===== config.mk =====
export PLATFORM = sky130hd
export DESIGN_NAME = yuv422_nearest_downscaler
export DESIGN_NICKNAME = d
export VERILOG_FILES = /design/src/rtl/core/yuvds_pkg.sv /design/src/rtl/core/yuvds_cfg.sv /design/src/rtl/core/yuvds_select.sv /design/src/rtl/core/yuv422_nearest_downscaler.sv
export VERILOG_INCLUDE_DIRS = /design/src /design/src/rtl/core
export SDC_FILE = /design/constraint.sdc
export NUM_CORES = 1
export LEC_CHECK = 0
export BUFFER_PORTS_ARGS = -buffer_cell sky130_fd_sc_hd__clkbuf_2
export CAP_MARGIN = 10
export CORE_MARGIN = 1.5
export CORE_UTILIZATION = 40
export DETAILED_ROUTE_END_ITERATION = 10
export HOLD_SLACK_MARGIN = 0.1
export SETUP_SLACK_MARGIN = 0.3
export SYNTH_ARGS = -nofsm -noshare
export SYNTH_HDL_FRONTEND = slang
export SYNTH_SLANG_ARGS = --single-unit

===== constraint.sdc =====
create_clock -name clk -period 9.67 [get_ports clk]
set_input_delay 0.967 -clock clk [delete_from_list [all_inputs] [get_ports clk]]
set_output_delay 0.967 -clock clk [all_outputs]
set_load 0.005 [all_outputs]

===== src/rtl/core/yuv422_nearest_downscaler_defines.svh =====
// ----------------------------------------------------------------------------
// YUV422 nearest downscaler assertion macros
// Shared assertion wrappers for the downscaler RTL.
// ----------------------------------------------------------------------------
`ifndef YUV422_NEAREST_DOWNSCALER_DEFINES_SVH
`define YUV422_NEAREST_DOWNSCALER_DEFINES_SVH

// Concurrent assertion of a whole property, sampled on the rising clock.
`define YDS_ASSERT(label, prop, msg) \
	label: assert property (@(posedge clk) disable iff (!arst_n) prop) else $error(msg);

// Concurrent assertion that a trigger implies a condition in the same cycle.
`define YDS_IMPLY(label, trig, cond, msg) \
	label: assert property (@(posedge clk) disable iff (!arst_n) (trig) |-> (cond)) \
		else $error(msg);

`endif


===== src/rtl/core/yuvds_pkg.sv =====
// ----------------------------------------------------------------------------
// YUV422 downscaler package
// Field widths, configuration register indexes and shared types.
// ----------------------------------------------------------------------------
`default_nettype none

package yuvds_pkg;

	localparam int DEF_MAX_WIDTH  = 2048;
	localparam int DEF_MAX_HEIGHT = 2048;

	localparam int PIX_W     = 8;
	localparam int SIZE_W    = 12;
	localparam int COORD_W   = 11;
	localparam int CFG_IDX_W = 2;

	typedef enum logic [CFG_IDX_W-1:0] {
		REG_SOURCE_WIDTH  = 2'd0,
		REG_SOURCE_HEIGHT = 2'd1,
		REG_TARGET_WIDTH  = 2'd2,
		REG_TARGET_HEIGHT = 2'd3
	} cfg_reg_t;

	localparam logic [SIZE_W-1:0] RST_SOURCE_WIDTH  = 12'd240;
	localparam logic [SIZE_W-1:0] RST_SOURCE_HEIGHT = 12'd520;
	localparam logic [SIZE_W-1:0] RST_TARGET_WIDTH  = 12'd240;
	localparam logic [SIZE_W-1:0] RST_TARGET_HEIGHT = 12'd520;

	typedef struct packed {
		logic [SIZE_W-1:0] sw;
		logic [SIZE_W-1:0] sh;
		logic [SIZE_W-1:0] dw;
		logic [SIZE_W-1:0] dh;
		logic              restart;
	} sizes_t;

	typedef struct packed {
		logic [PIX_W-1:0]   u;
		logic [PIX_W-1:0]   y0;
		logic [PIX_W-1:0]   v;
		logic [PIX_W-1:0]   y1;
		logic [COORD_W-1:0] col;
		logic [COORD_W-1:0] row;
		logic               frame_end;
	} result_t;

endpackage

`default_nettype wire


===== src/rtl/core/yuvds_cfg.sv =====
// ----------------------------------------------------------------------------
// YUV422 downscaler configuration
// Size registers, write decode and clamping to the effective frame sizes.
// ----------------------------------------------------------------------------
`default_nettype none

module yuvds_cfg #(
	parameter int MAX_WIDTH  = yuvds_pkg::DEF_MAX_WIDTH,
	parameter int MAX_HEIGHT = yuvds_pkg::DEF_MAX_HEIGHT
) (
	input  wire logic                               clk,
	input  wire logic                               arst_n,
	input  wire logic                               cfg_valid,
	input  wire logic [yuvds_pkg::CFG_IDX_W-1:0]    cfg_index,
	input  wire logic [yuvds_pkg::SIZE_W-1:0]       cfg_data,
	output yuvds_pkg::sizes_t                       sizes
);
	import yuvds_pkg::*;

	localparam int MAX_W_EVEN = MAX_WIDTH - (MAX_WIDTH % 2);

	logic [SIZE_W-1:0] src_w_q;
	logic [SIZE_W-1:0] src_h_q;
	logic [SIZE_W-1:0] dst_w_q;
	logic [SIZE_W-1:0] dst_h_q;
	logic [SIZE_W-1:0] w;
	logic [SIZE_W-1:0] h;
	logic [SIZE_W-1:0] tw;
	logic [SIZE_W-1:0] th;

	always_ff @(posedge clk or negedge arst_n) begin
		if (!arst_n) begin
			src_w_q <= RST_SOURCE_WIDTH;
			src_h_q <= RST_SOURCE_HEIGHT;
			dst_w_q <= RST_TARGET_WIDTH;
			dst_h_q <= RST_TARGET_HEIGHT;
		end else if (cfg_valid) begin
			unique case (cfg_reg_t'(cfg_index))
				REG_SOURCE_WIDTH:  src_w_q <= cfg_data;
				REG_SOURCE_HEIGHT: src_h_q <= cfg_data;
				REG_TARGET_WIDTH:  dst_w_q <= cfg_data;
				REG_TARGET_HEIGHT: dst_h_q <= cfg_data;
				default: ;
			endcase
		end
	end

	always_comb begin
		w  = {src_w_q[SIZE_W-1:1], 1'b0};
		h  = src_h_q;
		tw = {dst_w_q[SIZE_W-1:1], 1'b0};
		th = dst_h_q;
		if (w < 12'd2)
			w = 12'd2;
		if (32'(w) > MAX_W_EVEN)
			w = SIZE_W'(MAX_W_EVEN);
		if (h < 12'd1)
			h = 12'd1;
		if (32'(h) > MAX_HEIGHT)
			h = SIZE_W'(MAX_HEIGHT);
		if (tw < 12'd2)
			tw = 12'd2;
		if (tw > w)
			tw = w;
		if (th < 12'd1)
			th = 12'd1;
		if (th > h)
			th = h;
	end

	assign sizes.sw      = w;
	assign sizes.sh      = h;
	assign sizes.dw      = tw;
	assign sizes.dh      = th;
	assign sizes.restart = cfg_valid;

endmodule

`default_nettype wire


===== src/rtl/core/yuvds_select.sv =====
// ----------------------------------------------------------------------------
// YUV422 downscaler selection stage
// Input register, raster counters and running numerators; flags kept items.
// ----------------------------------------------------------------------------
`default_nettype none

module yuvds_select #(
	parameter int MAX_WIDTH  = yuvds_pkg::DEF_MAX_WIDTH,
	parameter int MAX_HEIGHT = yuvds_pkg::DEF_MAX_HEIGHT
) (
	input  wire logic                            clk,
	input  wire logic                            arst_n,
	input  wire yuvds_pkg::sizes_t               sizes,
	input  wire logic                            in_valid,
	output logic                                 in_stall,
	input  wire logic [yuvds_pkg::PIX_W-1:0]     chroma_u,
	input  wire logic [yuvds_pkg::PIX_W-1:0]     luma_first,
	input  wire logic [yuvds_pkg::PIX_W-1:0]     chroma_v,
	input  wire logic [yuvds_pkg::PIX_W-1:0]     luma_second,
	input  wire logic                            res_free,
	output logic                                 res_valid,
	output yuvds_pkg::result_t                   res
);
	import yuvds_pkg::*;

	localparam int MAX_DIM = (MAX_WIDTH > MAX_HEIGHT) ? MAX_WIDTH : MAX_HEIGHT;
	localparam int PAIR_W  = (MAX_WIDTH >= 4) ? $clog2(MAX_WIDTH / 2) : 1;
	localparam int ROW_W   = $clog2(MAX_HEIGHT + 1);
	localparam int NUM_W   = 2 * $clog2(MAX_DIM + 1) + 2;

	logic              valid_s1;
	logic [PIX_W-1:0]  u_s1;
	logic [PIX_W-1:0]  y0_s1;
	logic [PIX_W-1:0]  v_s1;
	logic [PIX_W-1:0]  y1_s1;

	logic [PAIR_W-1:0] src_pair_q;
	logic [ROW_W-1:0]  src_row_q;
	logic [PAIR_W-1:0] dst_pair_q;
	logic [ROW_W-1:0]  dst_row_q;
	logic [NUM_W-1:0]  col_num_q;
	logic [NUM_W-1:0]  row_num_q;
	logic [NUM_W-1:0]  col_base_q;
	logic [NUM_W-1:0]  row_base_q;

	logic [NUM_W-1:0]  dw_pairs;
	logic [NUM_W-1:0]  sw_pairs;
	logic [NUM_W-1:0]  dh_x;
	logic [NUM_W-1:0]  sh_x;
	logic [NUM_W-1:0]  sw_x2;
	logic [NUM_W-1:0]  dw_x2;
	logic              row_hit;
	logic              col_hit;
	logic              hit;
	logic              go;
	logic              last_pair;
	logic              last_row;
	logic              src_row_end;
	logic              src_frame_end;

	assign dw_pairs = NUM_W'(sizes.dw[SIZE_W-1:1]);
	assign sw_pairs = NUM_W'(sizes.sw[SIZE_W-1:1]);
	assign dh_x     = NUM_W'(sizes.dh);
	assign sh_x     = NUM_W'(sizes.sh);
	assign sw_x2    = NUM_W'({sizes.sw, 1'b0});
	assign dw_x2    = NUM_W'({sizes.dw, 1'b0});

	assign row_hit = (NUM_W'(dst_row_q) < dh_x) && (row_num_q >= row_base_q) &&
		(row_num_q < row_base_q + dh_x);
	assign col_hit = (NUM_W'(dst_pair_q) < dw_pairs) && (col_num_q >= col_base_q) &&
		(col_num_q < col_base_q + dw_x2);
	assign hit     = valid_s1 && row_hit && col_hit;
	assign go      = valid_s1 && (!hit || res_free);
	assign in_stall = valid_s1 && !go;

	assign last_pair     = NUM_W'(dst_pair_q) + 1'b1 >= dw_pairs;
	assign last_row      = NUM_W'(dst_row_q) + 1'b1 >= dh_x;
	assign src_row_end   = NUM_W'(src_pair_q) + 1'b1 >= sw_pairs;
	assign src_frame_end = src_row_end && (NUM_W'(src_row_q) + 1'b1 >= sh_x);

	always_ff @(posedge clk or negedge arst_n) begin
		if (!arst_n) begin
			valid_s1 <= 1'b0;
		end else if (!in_stall) begin
			valid_s1 <= in_valid;
		end
	end

	always_ff @(posedge clk) begin
		if (in_valid && !in_stall) begin
			u_s1  <= chroma_u;
			y0_s1 <= luma_first;
			v_s1  <= chroma_v;
			y1_s1 <= luma_second;
		end
	end

	always_ff @(posedge clk or negedge arst_n) begin
		if (!arst_n) begin
			src_pair_q <= '0;
			src_row_q  <= '0;
			dst_pair_q <= '0;
			dst_row_q  <= '0;
			col_num_q  <= '0;
			row_num_q  <= '0;
			col_base_q <= '0;
			row_base_q <= '0;
		end else if (sizes.restart || (go && src_frame_end)) begin
			src_pair_q <= '0;
			src_row_q  <= '0;
			dst_pair_q <= '0;
			dst_row_q  <= '0;
			col_num_q  <= '0;
			row_num_q  <= '0;
			col_base_q <= '0;
			row_base_q <= '0;
		end else if (go) begin
			if (src_row_end) begin
				src_pair_q <= '0;
				col_base_q <= '0;
				src_row_q  <= src_row_q + 1'b1;
				row_base_q <= row_base_q + dh_x;
			end else begin
				src_pair_q <= src_pair_q + 1'b1;
				col_base_q <= col_base_q + dw_x2;
			end
			if (hit) begin
				if (last_pair) begin
					dst_pair_q <= '0;
					col_num_q  <= '0;
					dst_row_q  <= dst_row_q + 1'b1;
					row_num_q  <= row_num_q + sh_x;
				end else begin
					dst_pair_q <= dst_pair_q + 1'b1;
					col_num_q  <= col_num_q + sw_x2;
				end
			end
		end
	end

	assign res_valid     = hit;
	assign res.u         = u_s1;
	assign res.y0        = y0_s1;
	assign res.v         = v_s1;
	assign res.y1        = y1_s1;
	assign res.col       = COORD_W'({dst_pair_q, 1'b0});
	assign res.row       = COORD_W'(dst_row_q);
	assign res.frame_end = last_pair && last_row;

endmodule

`default_nettype wire


===== src/rtl/core/yuv422_nearest_downscaler.sv =====
// ----------------------------------------------------------------------------
// YUV422 nearest-neighbour downscaler
// Keeps the source macro-pixels that land on the destination grid and
// sends them out with their destination coordinates and a frame-end mark.
//
//   channel  direction  handshake             payload
//   in       sink       in_valid / in_stall   chroma_u luma_first chroma_v luma_second
//   out      source     out_valid / out_stall out_u out_y0 out_v out_y1 dest_column
//                                             dest_row frame_end
//   cfg      sink       cfg_valid / cfg_ready cfg_index cfg_data
//
// One item per cycle while out is not stalled; a kept item passes through the
// input register, then the result register, on its way to out.
// Selection uses running numerators, one add and compare per counter.
// Reset or any configuration write restarts the frame counters.
// A stalled result holds the input register only when that item is kept.
// ----------------------------------------------------------------------------
`default_nettype none

`include "yuv422_nearest_downscaler_defines.svh"

module yuv422_nearest_downscaler #(
	parameter int MAX_WIDTH  = yuvds_pkg::DEF_MAX_WIDTH,
	parameter int MAX_HEIGHT = yuvds_pkg::DEF_MAX_HEIGHT
) (
	input  wire logic                            clk,
	input  wire logic                            arst_n,
	input  wire logic                            cfg_valid,
	output logic                                 cfg_ready,
	input  wire logic [yuvds_pkg::CFG_IDX_W-1:0] cfg_index,
	input  wire logic [yuvds_pkg::SIZE_W-1:0]    cfg_data,
	input  wire logic                            in_valid,
	output logic                                 in_stall,
	input  wire logic [yuvds_pkg::PIX_W-1:0]     chroma_u,
	input  wire logic [yuvds_pkg::PIX_W-1:0]     luma_first,
	input  wire logic [yuvds_pkg::PIX_W-1:0]     chroma_v,
	input  wire logic [yuvds_pkg::PIX_W-1:0]     luma_second,
	output logic                                 out_valid,
	input  wire logic                            out_stall,
	output logic [yuvds_pkg::PIX_W-1:0]          out_u,
	output logic [yuvds_pkg::PIX_W-1:0]          out_y0,
	output logic [yuvds_pkg::PIX_W-1:0]          out_v,
	output logic [yuvds_pkg::PIX_W-1:0]          out_y1,
	output logic [yuvds_pkg::COORD_W-1:0]        dest_column,
	output logic [yuvds_pkg::COORD_W-1:0]        dest_row,
	output logic                                 frame_end
);
	import yuvds_pkg::*;

	sizes_t            sizes;
	result_t           res;
	result_t           res_q;
	logic              res_valid;
	logic              res_free;
	logic              out_valid_q;
	logic [SIZE_W-1:0] row_ext;
	logic [SIZE_W-1:0] col_ext;

	assign cfg_ready = 1'b1;

	yuvds_cfg #(
		.MAX_WIDTH  (MAX_WIDTH),
		.MAX_HEIGHT (MAX_HEIGHT)
	) u_cfg (
		.clk       (clk),
		.arst_n    (arst_n),
		.cfg_valid (cfg_valid && cfg_ready),
		.cfg_index (cfg_index),
		.cfg_data  (cfg_data),
		.sizes     (sizes)
	);

	yuvds_select #(
		.MAX_WIDTH  (MAX_WIDTH),
		.MAX_HEIGHT (MAX_HEIGHT)
	) u_select (
		.clk         (clk),
		.arst_n      (arst_n),
		.sizes       (sizes),
		.in_valid    (in_valid),
		.in_stall    (in_stall),
		.chroma_u    (chroma_u),
		.luma_first  (luma_first),
		.chroma_v    (chroma_v),
		.luma_second (luma_second),
		.res_free    (res_free),
		.res_valid   (res_valid),
		.res         (res)
	);

	assign res_free = !out_valid_q || !out_stall;

	always_ff @(posedge clk or negedge arst_n) begin
		if (!arst_n) begin
			out_valid_q <= 1'b0;
		end else if (res_free) begin
			out_valid_q <= res_valid;
		end
	end

	always_ff @(posedge clk) begin
		if (res_free && res_valid) begin
			res_q <= res;
		end
	end

	assign out_valid   = out_valid_q;
	assign out_u       = res_q.u;
	assign out_y0      = res_q.y0;
	assign out_v       = res_q.v;
	assign out_y1      = res_q.y1;
	assign dest_column = res_q.col;
	assign dest_row    = res_q.row;
	assign frame_end   = res_q.frame_end;

	assign row_ext = SIZE_W'(res_q.row);
	assign col_ext = SIZE_W'(res_q.col);

	`YDS_ASSERT(a_out_from_select, $rose(out_valid_q) |-> $past(res_valid), "result without kept item")
	`YDS_IMPLY(a_row_in_range, out_valid_q, row_ext < sizes.dh, "dest_row out of range")
	`YDS_IMPLY(a_col_in_range, out_valid_q, col_ext < sizes.dw, "dest_column out of range")
	`YDS_IMPLY(a_end_row, out_valid_q && frame_end, row_ext + 1'b1 == sizes.dh, "bad frame_end")

endmodule

`default_nettype wire

======== After elaboration in Yosys (flattened, before gate mapping) ========
Cells that the tools add are included.
word-level totals
  register bits after elaboration ......... 284
  input port bits ......................... 51
  output and inout bits ................... 58
  logic and storage cells ................. 127
operators by class
  add/subtract/negate cells ............... 12
  order comparisons ....................... 18
  eq/ne operators ......................... 3
  multiplexer cells ....................... 36
  reduce and logical (&&, ||, !) cells .... 33
operators by type and width
  cell                                                 number
  two-way mux 26 bit                                   14
  two-way mux 12 bit                                   15
  two-way mux 10 bit                                   7
  adder 26 x 12 -> 26 bit                              2
  adder 26 x 13 -> 26 bit                              2
  >= comparator 26 x 11 -> 1 bit                       2
  >= comparator 26 x 12 -> 1 bit                       2
  >= comparator 26 bit                                 2
  < comparator 26 bit                                  2
  adder 12 x 1 -> 13 bit, second input constant        2
  adder 12 x 1 -> 12 bit, second input constant        2
  > comparator 12 bit                                  2
  > comparator 12 bit, second input constant           2
  < comparator 12 x 1 -> 1 bit, second input constant  2
  < comparator 12 x 2 -> 1 bit, second input constant  2
  adder 10 x 1 -> 11 bit, second input constant        2
  adder 10 x 1 -> 10 bit, second input constant        2
  logical AND 1 bit                                    13
  < comparator 12 bit                                  1
  AND reduction 2 bit                                  6
  < comparator 10 x 11 -> 1 bit                        1
  nonzero test 2 bit                                   4
  logical NOT 1 bit                                    5
  equality test 2 bit, second input constant           2
  4 further kinds                                      6

======== Depth between registers and ports, before layout ========
Gate-level depths: netlist of run 1.
  word-level depth ........................ 18
  depth in mapped cells ................... 37
  mapped depth without buffers ............ 35

======== Modules after synthesis ========
Synthesis of run 1 repeated with hierarchy kept, for this count alone.
unflattened totals
  cell total of the unflattened synthesis .. 1919
  area, all modules ....................... 18861.8 µm²
by module, submodules not included
  module                     times used  cells an instance  area an instance (µm²)  seq. area each (µm²)
  yuvds_select               1           1583               14269.9                 4639.4
  yuvds_cfg                  1           275                2881.5                  1166.1
  yuv422_nearest_downscaler  1           61                 1710.4                  1676.6

======== Worst setup path before layout of run 1 ========
Ideal clock, no wire load.
  kind .................................... reg2reg
  from .................................... register u_cfg.src_w_q[6]
  to ...................................... register res_q, in the netlist dest_column[10] (enable)
  setup time .............................. 0.483 ns
  arrival ................................. 9.162 ns
  slack ................................... 0.024 ns
  stages on the path, launching flop included .. 32
  clock period less this slack ............ 9.646 ns
  cells stage by stage .................... dfstp_2 > nor4_1 > nand3_1 > o21ai_0 > and2_1 > inv_1 > ha_1 > nand4_1 > a21oi_1 > or3_1 > a21oi_1 > a41oi_1 > mux2_2 > ha_1 > a21o_1 > a21oi_1 > o21bai_1 > a31o_2 > nand4_1 > a31oi_1 > nor2b_1 > clkbuf_1 > nand3_1 > xnor2_1 > ha_1 > a222oi_1 > nand2_1 > a311oi_1 > o2111ai_1 > nor4_4 > nand2_2 > a21oi_1
between the ends
  longest elaborated chain between the ends .. 11
  elaborated cells between the ends (all ways) .. 13
ends and longest elaborated chain
  what                                                                      line                                    RTL
  start, declared                                                           yuvds_cfg.sv:22                         logic [SIZE_W-1:0] src_w_q;
  start signal, assigned                                                    yuvds_cfg.sv:39                         REG_SOURCE_WIDTH: src_w_q <= cfg_data;
  < comparator 12 x 2 -> 1 bit                                              yuvds_cfg.sv:53                         if (w < 12'd2)
  two-way mux 12 bit (*)                                                    yuvds_cfg.sv:53
  > comparator 12 bit                                                       yuvds_cfg.sv:55                         if (32'(w) > MAX_W_EVEN)
  two-way mux 12 bit (*)                                                    yuvds_cfg.sv:55
  > comparator 12 bit                                                       yuvds_cfg.sv:63                         if (tw > w)
  two-way mux 12 bit (*)                                                    yuvds_cfg.sv:63
  adder 26 x 13 -> 26 bit or < comparator 10 x 11 -> 1 bit (tied branches)  yuvds_select.sv:71, yuvds_select.sv:70
  < comparator 26 bit or logical AND 1 bit (tied branches)                  yuvds_select.sv:71, yuvds_select.sv:70
  logical AND 1 bit (*)                                                     yuvds_select.sv:70                      assign col_hit = (NUM_W'(dst_pair_q) < dw_pairs) && (col_num_q >= col_base_q) &&
  logical AND 1 bit (*)                                                     yuvds_select.sv:72                      assign hit = valid_s1 && row_hit && col_hit;
  logical AND 1 bit (*)                                                     yuv422_nearest_downscaler.sv:102        if (res_free && res_valid) begin
  end signal, assigned                                                      yuv422_nearest_downscaler.sv:103        res_q <= res;
  end, declared                                                             yuv422_nearest_downscaler.sv:52         result_t res_q;
Every way passes the cells marked *; elsewhere a longest branch is shown, timed or not.
A chain may end at the register's enable or synchronous reset.

======== Worst setup path after layout of run 1 ========
  from .................................... register u_cfg.src_h_q[7]
  to ...................................... output in_stall
between the ends
  longest elaborated chain between the ends .. 16
  elaborated cells between the ends (all ways) .. 18
ends and longest elaborated chain
  what                                                            line                                    RTL
  start, declared                                                 yuvds_cfg.sv:23                         logic [SIZE_W-1:0] src_h_q;
  start signal, assigned                                          yuvds_cfg.sv:40                         REG_SOURCE_HEIGHT: src_h_q <= cfg_data;
  < comparator 12 x 1 -> 1 bit                                    yuvds_cfg.sv:57                         if (h < 12'd1)
  two-way mux 12 bit (*)                                          yuvds_cfg.sv:57
  > comparator 12 bit                                             yuvds_cfg.sv:59                         if (32'(h) > MAX_HEIGHT)
  two-way mux 12 bit (*)                                          yuvds_cfg.sv:59
  > comparator 12 bit                                             yuvds_cfg.sv:67                         if (th > h)
  two-way mux 12 bit (*)                                          yuvds_cfg.sv:67
  adder 26 x 12 -> 26 bit or < comparator 12 bit (tied branches)  yuvds_select.sv:69, yuvds_select.sv:68
  < comparator 26 bit or logical AND 1 bit (tied branches)        yuvds_select.sv:69, yuvds_select.sv:68
  logical AND 1 bit (*)                                           yuvds_select.sv:68                      assign row_hit = (NUM_W'(dst_row_q) < dh_x) && (row_num_q >= row_base_q) &&
  logical AND 1 bit (*) (2 in a row)                              yuvds_select.sv:72
  logical NOT 1 bit (*)                                           yuvds_select.sv:73                      assign go = valid_s1 && (!hit || res_free);
  logical OR 1 bit (*)                                            yuvds_select.sv:73
  logical AND 1 bit (*)                                           yuvds_select.sv:73
  logical NOT 1 bit (*)                                           yuvds_select.sv:74                      assign in_stall = valid_s1 && !go;
  logical AND 1 bit (*)                                           yuvds_select.sv:74
  end, declared                                                   yuv422_nearest_downscaler.sv:33         output logic in_stall,
Marks and branches as above.

==> results_dict.tcl, run 1 <==
set metrics [dict create \
    die_x_um 217 \
    synthMuxAreaShare 0.0441 \
    synth-edff-count 86 \
    die_h_um 217 \
    first_pass_iters 7 \
    areaGrowthSynthToFinish_pct 13.2 \
    grt_max_degree 86 \
    hold_path_class "flop to flop" \
    cp.required_ps 8700 \
    cap_violations 0 \
    routed_via_density 5.58 \
    fillers 4239 \
    fin_setup_tns_ps 0 \
    holdWs_ps 418 \
    num_io_pins 109 \
    ctsHoldBuffers 0 \
    hpwlAfterDp_um 34600 \
    gp_congestion 0.898 \
    wirelength_um 46200 \
    ir_worst_vdd_mv 0.110 \
    power_density_nw_per_um2 231 \
    layout.nets 2198 \
    grt.overflow.total 0 \
    cts_tree "built" \
    cp_slowest_cell "nor4_4" \
    fin_crit_sh 0.902 \
    synth_xor_area_frac 0.0480 \
    dr.first_iter.drc_count 848 \
    drc 0 \
    async_flop_share 0.691 \
    rows 78 \
    worst_slew_pin_slew_ps 1100 \
    cp-start-kind "flop" \
    netlist_area_um2 18200 \
    synth.distinct_cells 73 \
    finalSetupViolations 0 \
    yosysWarnings 0 \
    vias 14100 \
    maxSlewHeadroom 0.245 \
    synth_top_family_by_area "adder cells" \
    syn_avg_cell_area_um2 10.1 \
    cts_buffers 35 \
    r2r_slack_ps 1210 \
    io_buffer_count 106 \
    fin_crit_ps 8720 \
    wl_per_cell_um 18.2 \
    finalClockSkew_ps 20.6 \
    cts.sinks 278 \
    cts-root-buf "clkbuf_16" \
    crit_type "flop to primary output" \
    postSynthCellCount 1809 \
    status "completed" \
    synth_nets 2104 \
    cp_max_fo 13 \
    max_freq_mhz 115 \
    hold_violations 0 \
    grt_pass1_vias 13900 \
    ant_nets 0 \
    antenna_cells 0 \
    final_common_cell "ha_1" \
    grt_usage 0.199 \
    cts_buffer_depth 3 \
    worstPathArrival_ps 7760 \
    crit_path_end_kind "primary output" \
    clk_latency_ps 560 \
    path_clk_slew_ps 60 \
    die-area_um2 46900 \
    synthAdderAreaFrac 0.169 \
    slew_viol_final 0 \
    cpPeakStageDelay_ps 410 \
    drive_gt1_frac 0.149 \
    leakage_nw 9.38 \
    core_area_um2 45200 \
    yosys_register_bits 278 \
    reg2regPathDepth 35 \
    start_util 0.404 \
    synth_compound_gate_area_share 0.160 \
    synth_seq_area_share 0.406 \
    antenna_found_initial 0 \
    whs_path_depth 0 \
    rsz0062_at_grt "no" \
    synthFlopType "dfrtp_1" \
    h-tree-depth 2 \
    grt_pass1_wl_um 74800 \
    synth-simple-area-share 0.132 \
    final_cell_mix "ha_1, dfrtp_1, o21ai_0" \
]
## repair_timing
action | 4_1_cts | 5_1_grt
gates resized for setup | 4 | 10
endpoints found under the setup margin | 1 | 29
pin swaps | 0 | 1
buffers inserted | 0 | 7
## per-stage QoR
step | power, W | util | setup WS, ps | area [um2] | instances
2_1_floorplan | 0.00288 | - | 1240 | 18200 | 1809
3_3_place_gp | 0.00336 | 0.429 | 724 | 19400 | 2459
3_5_place_dp | 0.00342 | 0.429 | 488 | 19400 | 2459
4_1_cts | 0.00478 | 0.455 | 344 | 20500 | 2523
5_1_grt | 0.00515 | 0.457 | 331 | 20700 | 2530
6_report | 0.00478 | 0.457 | 946 | 20700 | 2530
## sequential cells by signal, summed over array words and instances, names as in the netlist, 10 cells and up
name,cells
u_cfg.src_w_q,11
u_select.dst_pair_q,10
u_select.col_num_q,24
u_cfg.dst_h_q,12
u_select.row_base_q,26
dest_row,11
u_select.col_base_q,24
dest_column,10
u_select.row_num_q,26
u_select.dst_row_q,12
u_cfg.src_h_q,12
u_select.src_pair_q,10
u_select.src_row_q,12
u_cfg.dst_w_q,11
## per-layer routing
layer | vias to the layer above | wire (um) | GRT usage
met5 | - | 0 | 0
met4 | 0 | 1250 | 0.0611
met3 | 82 | 2220 | 0.0345
met2 | 306 | 21400 | 0.327
met1 | 6878 | 21300 | 0.269
li1 | 6843 | - | -
## path summary, 6_finish.rpt
check                                        from                 endpoint
worst max-delay path             u_cfg.src_h_q[7]                 in_stall
worst min register to register  u_select.y1_s1[0]                out_y1[0]
min in group asynchronous                  arst_n         u_cfg.src_h_q[2]
max in group asynchronous                  arst_n   u_select.dst_pair_q[8]
worst min-delay path            u_select.y1_s1[0]                out_y1[0]
worst max register to register   u_cfg.src_h_q[7]  u_select.row_base_q[13]
## where the power goes
part	total, W	leakage, nW	internal [W]	switching, W
clock	0.00133	0.557	0.000794	0.000533
combinational	0.00190	5.50	0.000802	0.00110
sequential	0.00155	3.32	0.00138	0.000166
## layout make-up
cell class                      count  area (um2)  share of cell area
Clock inverter                     18         206              0.0100
Tap cell                          600         751              0.0364
Multi-Input combinational cell   1340       10200               0.493
Inverter                          118         443              0.0214
Sequential cell                   278        7400               0.358
Clock buffer                       46         937              0.0454
Timing Repair Buffer              130         732              0.0354
## kinds of logic (layout without fill, tap and decap cells)
kind of cell / count (synthesis) / count (layout)
mux: 72 / 72
compound gates: 454 / 454
buf+inv: 191 / 312
simple gates: 468 / 468
flops: 278 / 278
other cells: 2 / 2
xor+xnor: 100 / 100
fa+ha+maj: 244 / 244
## synthesized netlist by cell type (6+ instances only)
library cell  number  area share
o31ai_1           35       0.014
or2_2              9      0.0031
buf_2             11      0.0030
nand2b_1          18      0.0062
nor3_1            28      0.0077
mux2i_1            6      0.0033
a21oi_1           90       0.025
a22o_1            33       0.016
and3_1            27      0.0093
a21o_1            38       0.016
nor2b_1           33       0.011
dfrtp_1          180        0.25
a31oi_1           19      0.0065
nand4_1           32       0.011
dfstp_2           12       0.017
nand2_1          124       0.026
a211oi_1          10      0.0041
clkbuf_1          51       0.010
o21a_1            13      0.0054
buf_1              7      0.0014
or3_1             15      0.0051
o22ai_1           18      0.0062
and2_1            10      0.0034
o211ai_1           8      0.0033
mux2_2            66       0.041
ha_1             240        0.16
xnor2_1           64       0.031
edfxtp_1          86        0.14
o21ai_0          134       0.037
or4_1              7      0.0029
and4_1             7      0.0034
inv_1            118       0.024
xor2_1            36       0.017
nor4_1            12      0.0041
nor2_1            80       0.016
nand3_1           51       0.014
## critical path, delay by kind of cell, from the launching register on
family / cells / cell delay (ps)
AOI/OAI and AO/OA: 13 / 2940
xor gates and xnor gates: 1 / 250
and+or+nand+nor: 13 / 2060
adders and majority gates: 4 / 1190
buffers and inverters: 2 / 350
DFF: 1 / 400
(Power assumes the default switching activity.)
==> run 2: changes to the inputs <==
--- a/config.mk
+++ b/config.mk
@@ -6,6 +6,7 @@
 export SDC_FILE = /design/constraint.sdc
 export NUM_CORES = 1
 export LEC_CHECK = 0
+export ABC_AREA = 1
 export BUFFER_PORTS_ARGS = -buffer_cell sky130_fd_sc_hd__clkbuf_2
 export CAP_MARGIN = 10
 export CORE_MARGIN = 1.5
@@ -13,6 +14,7 @@
 export DETAILED_ROUTE_END_ITERATION = 10
 export HOLD_SLACK_MARGIN = 0.1
 export SETUP_SLACK_MARGIN = 0.3
+export SKIP_CTS_REPAIR_TIMING = 1
 export SYNTH_ARGS = -nofsm -noshare
 export SYNTH_HDL_FRONTEND = slang
 export SYNTH_SLANG_ARGS = --single-unit
==> run 2 against run 1 <==
Against the previous run:
- register-to-register slack better by 250 ps
- sequential power rose by 3%
- die area grew 7.9%
- via count grew 18%
- total power is 3.5% higher
- core utilization shrank 0.67 points
- cell count up 26%
- critical endpoint unchanged
- largest cell class unchanged
==> results_dict.tcl, run 2 <==
set metrics [dict create \
    crit_type "flop to primary output" \
    grt_pass1_vias 16100 \
    layout.nets 2802 \
    yosysWarnings 0 \
    reg2regPathDepth 44 \
    fillers 4766 \
    synth_commonest_cells "nand2_1, inv_1, ha_1" \
    whs_path_depth 0 \
    crit_path_end_kind "primary output" \
    num_io_pins 109 \
    p_clk_frac 0.282 \
    synth_area_leaders "dfrtp_1, ha_1, edfxtp_1" \
    antenna_found_initial 1 \
    syn_avg_cell_area_um2 8.06 \
    grt_max_degree 73 \
    gp_congestion 0.915 \
    vias 16700 \
    cts-root-buf "clkbuf_16" \
    synth_top_area_frac 0.229 \
    switchingPower_w 0.00203 \
    areaGrowthSynthToFinish_pct 11.5 \
    h-tree-depth 2 \
    first_pass_iters 5 \
    synth-edff-count 86 \
    swShare 0.410 \
    yosys_register_bits 278 \
    finalClockSkew_ps 15.8 \
    power_density_nw_per_um2 225 \
    ant_nets 0 \
    pwr-share-seq 0.322 \
    die_h_um 225 \
    postSynthCellCount 2442 \
    hold_path_class "flop to flop" \
    drive_gt1_frac 0.0813 \
    comb_power_share 0.397 \
    cp.required_ps 8700 \
    maxSlewHeadroom 0.185 \
    netlist_area_um2 19700 \
    worst_slew_pin_slew_ps 1220 \
    routed_via_density 5.21 \
    fin_crit_sh 0.874 \
    die-area_um2 50600 \
    synth_most_common_cell "nand2_1" \
    synth_nets 2737 \
    dr.first_iter.drc_count 1137 \
    grt_usage 0.209 \
    final_common_cell "nand2_1" \
    synthFlopType "dfrtp_1" \
    grt.overflow.total 0 \
    wirelength_um 52000 \
    status "completed" \
    wl_per_cell_um 16.3 \
    start_util 0.404 \
    cts.sinks 278 \
    cap_violations 0 \
    async_flop_share 0.691 \
    slew_viol_final 0 \
    die_x_um 225 \
    cp_max_fo 18 \
    cts_buffers 35 \
    final_cell_mix "nand2_1, inv_1, ha_1" \
    power.total_w 0.00495 \
    path_clk_slew_ps 60 \
    hpwlAfterDp_um 38800 \
    finalSetupViolations 0 \
    reg_top3 "u_select.row_base_q x26, u_select.row_num_q x26" \
    io_buffer_count 106 \
    worstPathArrival_ps 7490 \
    clk_latency_ps 540 \
    holdWs_ps 413 \
    fin_ws_ps 1210 \
    cpPeakStageDelay_ps 400 \
    cp-start-kind "flop" \
    rsz0062_at_grt "no" \
    max_freq_mhz 118 \
    leakage_nw 11.0 \
    fin_setup_tns_ps 0 \
    grt_pass1_wl_um 85000 \
    fin_crit_ps 8460 \
    cp_slowest_cell "dfrtp_1" \
    ir_worst_vdd_mv 0.159 \
    p_int_w 0.00292 \
    synth_top_area_cell "dfrtp_1" \
    rows 81 \
    cts_tree "built" \
    hold_violations 0 \
    core_area_um2 48700 \
    synth.distinct_cells 52 \
    cts_buffer_depth 3 \
    synth_seq_area_share 0.376 \
    preCtsSetupSlack_ps 1380 \
    drc 0 \
]
## run 2: cells by family (layout without fill, tap and decap cells)
| kind of cell | Yosys count | in the layout | share of synthesized area |
|---|---|---|---|
| multiplexers | 1 | 1 | 0.000508 |
| AND/OR/NAND/NOR | 961 | 961 | 0.211 |
| adder cells (fa/ha/maj) | 244 | 244 | 0.157 |
| XOR/XNOR | 122 | 122 | 0.0543 |
| AO/OA/AOI/OAI | 404 | 404 | 0.114 |
| flip-flops | 278 | 278 | 0.376 |
| buffers and inverters | 430 | 521 | 0.0869 |
| other | 2 | 3 | 0.000381 |
## run 2: worst max-delay path, delay by kind of cell (launching register included)
family	cells	cell delay, ps
xor gates and xnor gates	1	150
adders and majority gates	3	970
AOI/OAI and AO/OA	7	1590
buffers and inverters	9	1020
DFF	1	400
and+or+nand+nor	20	2800
## run 2: path summary, 6_finish.rpt
check	startpoint	end	slack [ps]
min reg2reg	u_select.y0_s1[0]	out_y0[0]	410
max in group asynchronous	arst_n	u_select.dst_row_q[10]	7830
max	u_cfg.src_h_q[2]	in_stall	1210
max reg2reg	u_cfg.src_h_q[2]	u_select.dst_row_q[9]	1460
min in group asynchronous	arst_n	u_select.row_base_q[21]	450
min	u_select.y0_s1[0]	out_y0[0]	410
## run 2: power by group through the flow
stage	Sequential, W	Combinational [W]	Clock, W
3_3_place_gp	0.00161	0.00190	0
5_1_grt	0.00162	0.00224	0.00147
2_1_floorplan	0.00157	0.00139	0
3_5_place_dp	0.00161	0.00194	0
4_1_cts	0.00159	0.00195	0.00143
6_report	0.00159	0.00196	0.00139
## run 2: layout make-up
| type | instances | area, um2 | area share |
|---|---|---|---|
| Multi-Input combinational cell | 1734 | 10600 | 0.483 |
| Sequential cell | 278 | 7400 | 0.337 |
| Antenna cell | 1 | 2.50 | 0.000114 |
| Clock buffer | 47 | 985 | 0.0449 |
| Clock inverter | 16 | 224 | 0.0102 |
| Tap cell | 664 | 831 | 0.0378 |
| Timing Repair Buffer | 119 | 637 | 0.0290 |
| Inverter | 339 | 1270 | 0.0580 |
## run 2: routing by layer
layer,global-route usage,share of wire,vias up
li1,-,-,8319
met3,0.0331,0.059,75
met4,0.0656,0.026,2
met1,0.296,0.48,7787
met2,0.326,0.43,487
met5,0,0.00015,-
## run 2: per-stage QoR
| step | area (um2) | util | std cells |
|---|---|---|---|
| global placement | 20700 | 0.425 | 3134 |
| finish | 22000 | 0.450 | 3198 |
| detailed placement | 20700 | 0.425 | 3134 |
| floorplan | 19700 | - | 2442 |
| global route | 21900 | 0.450 | 3197 |
| CTS | 21900 | 0.450 | 3197 |
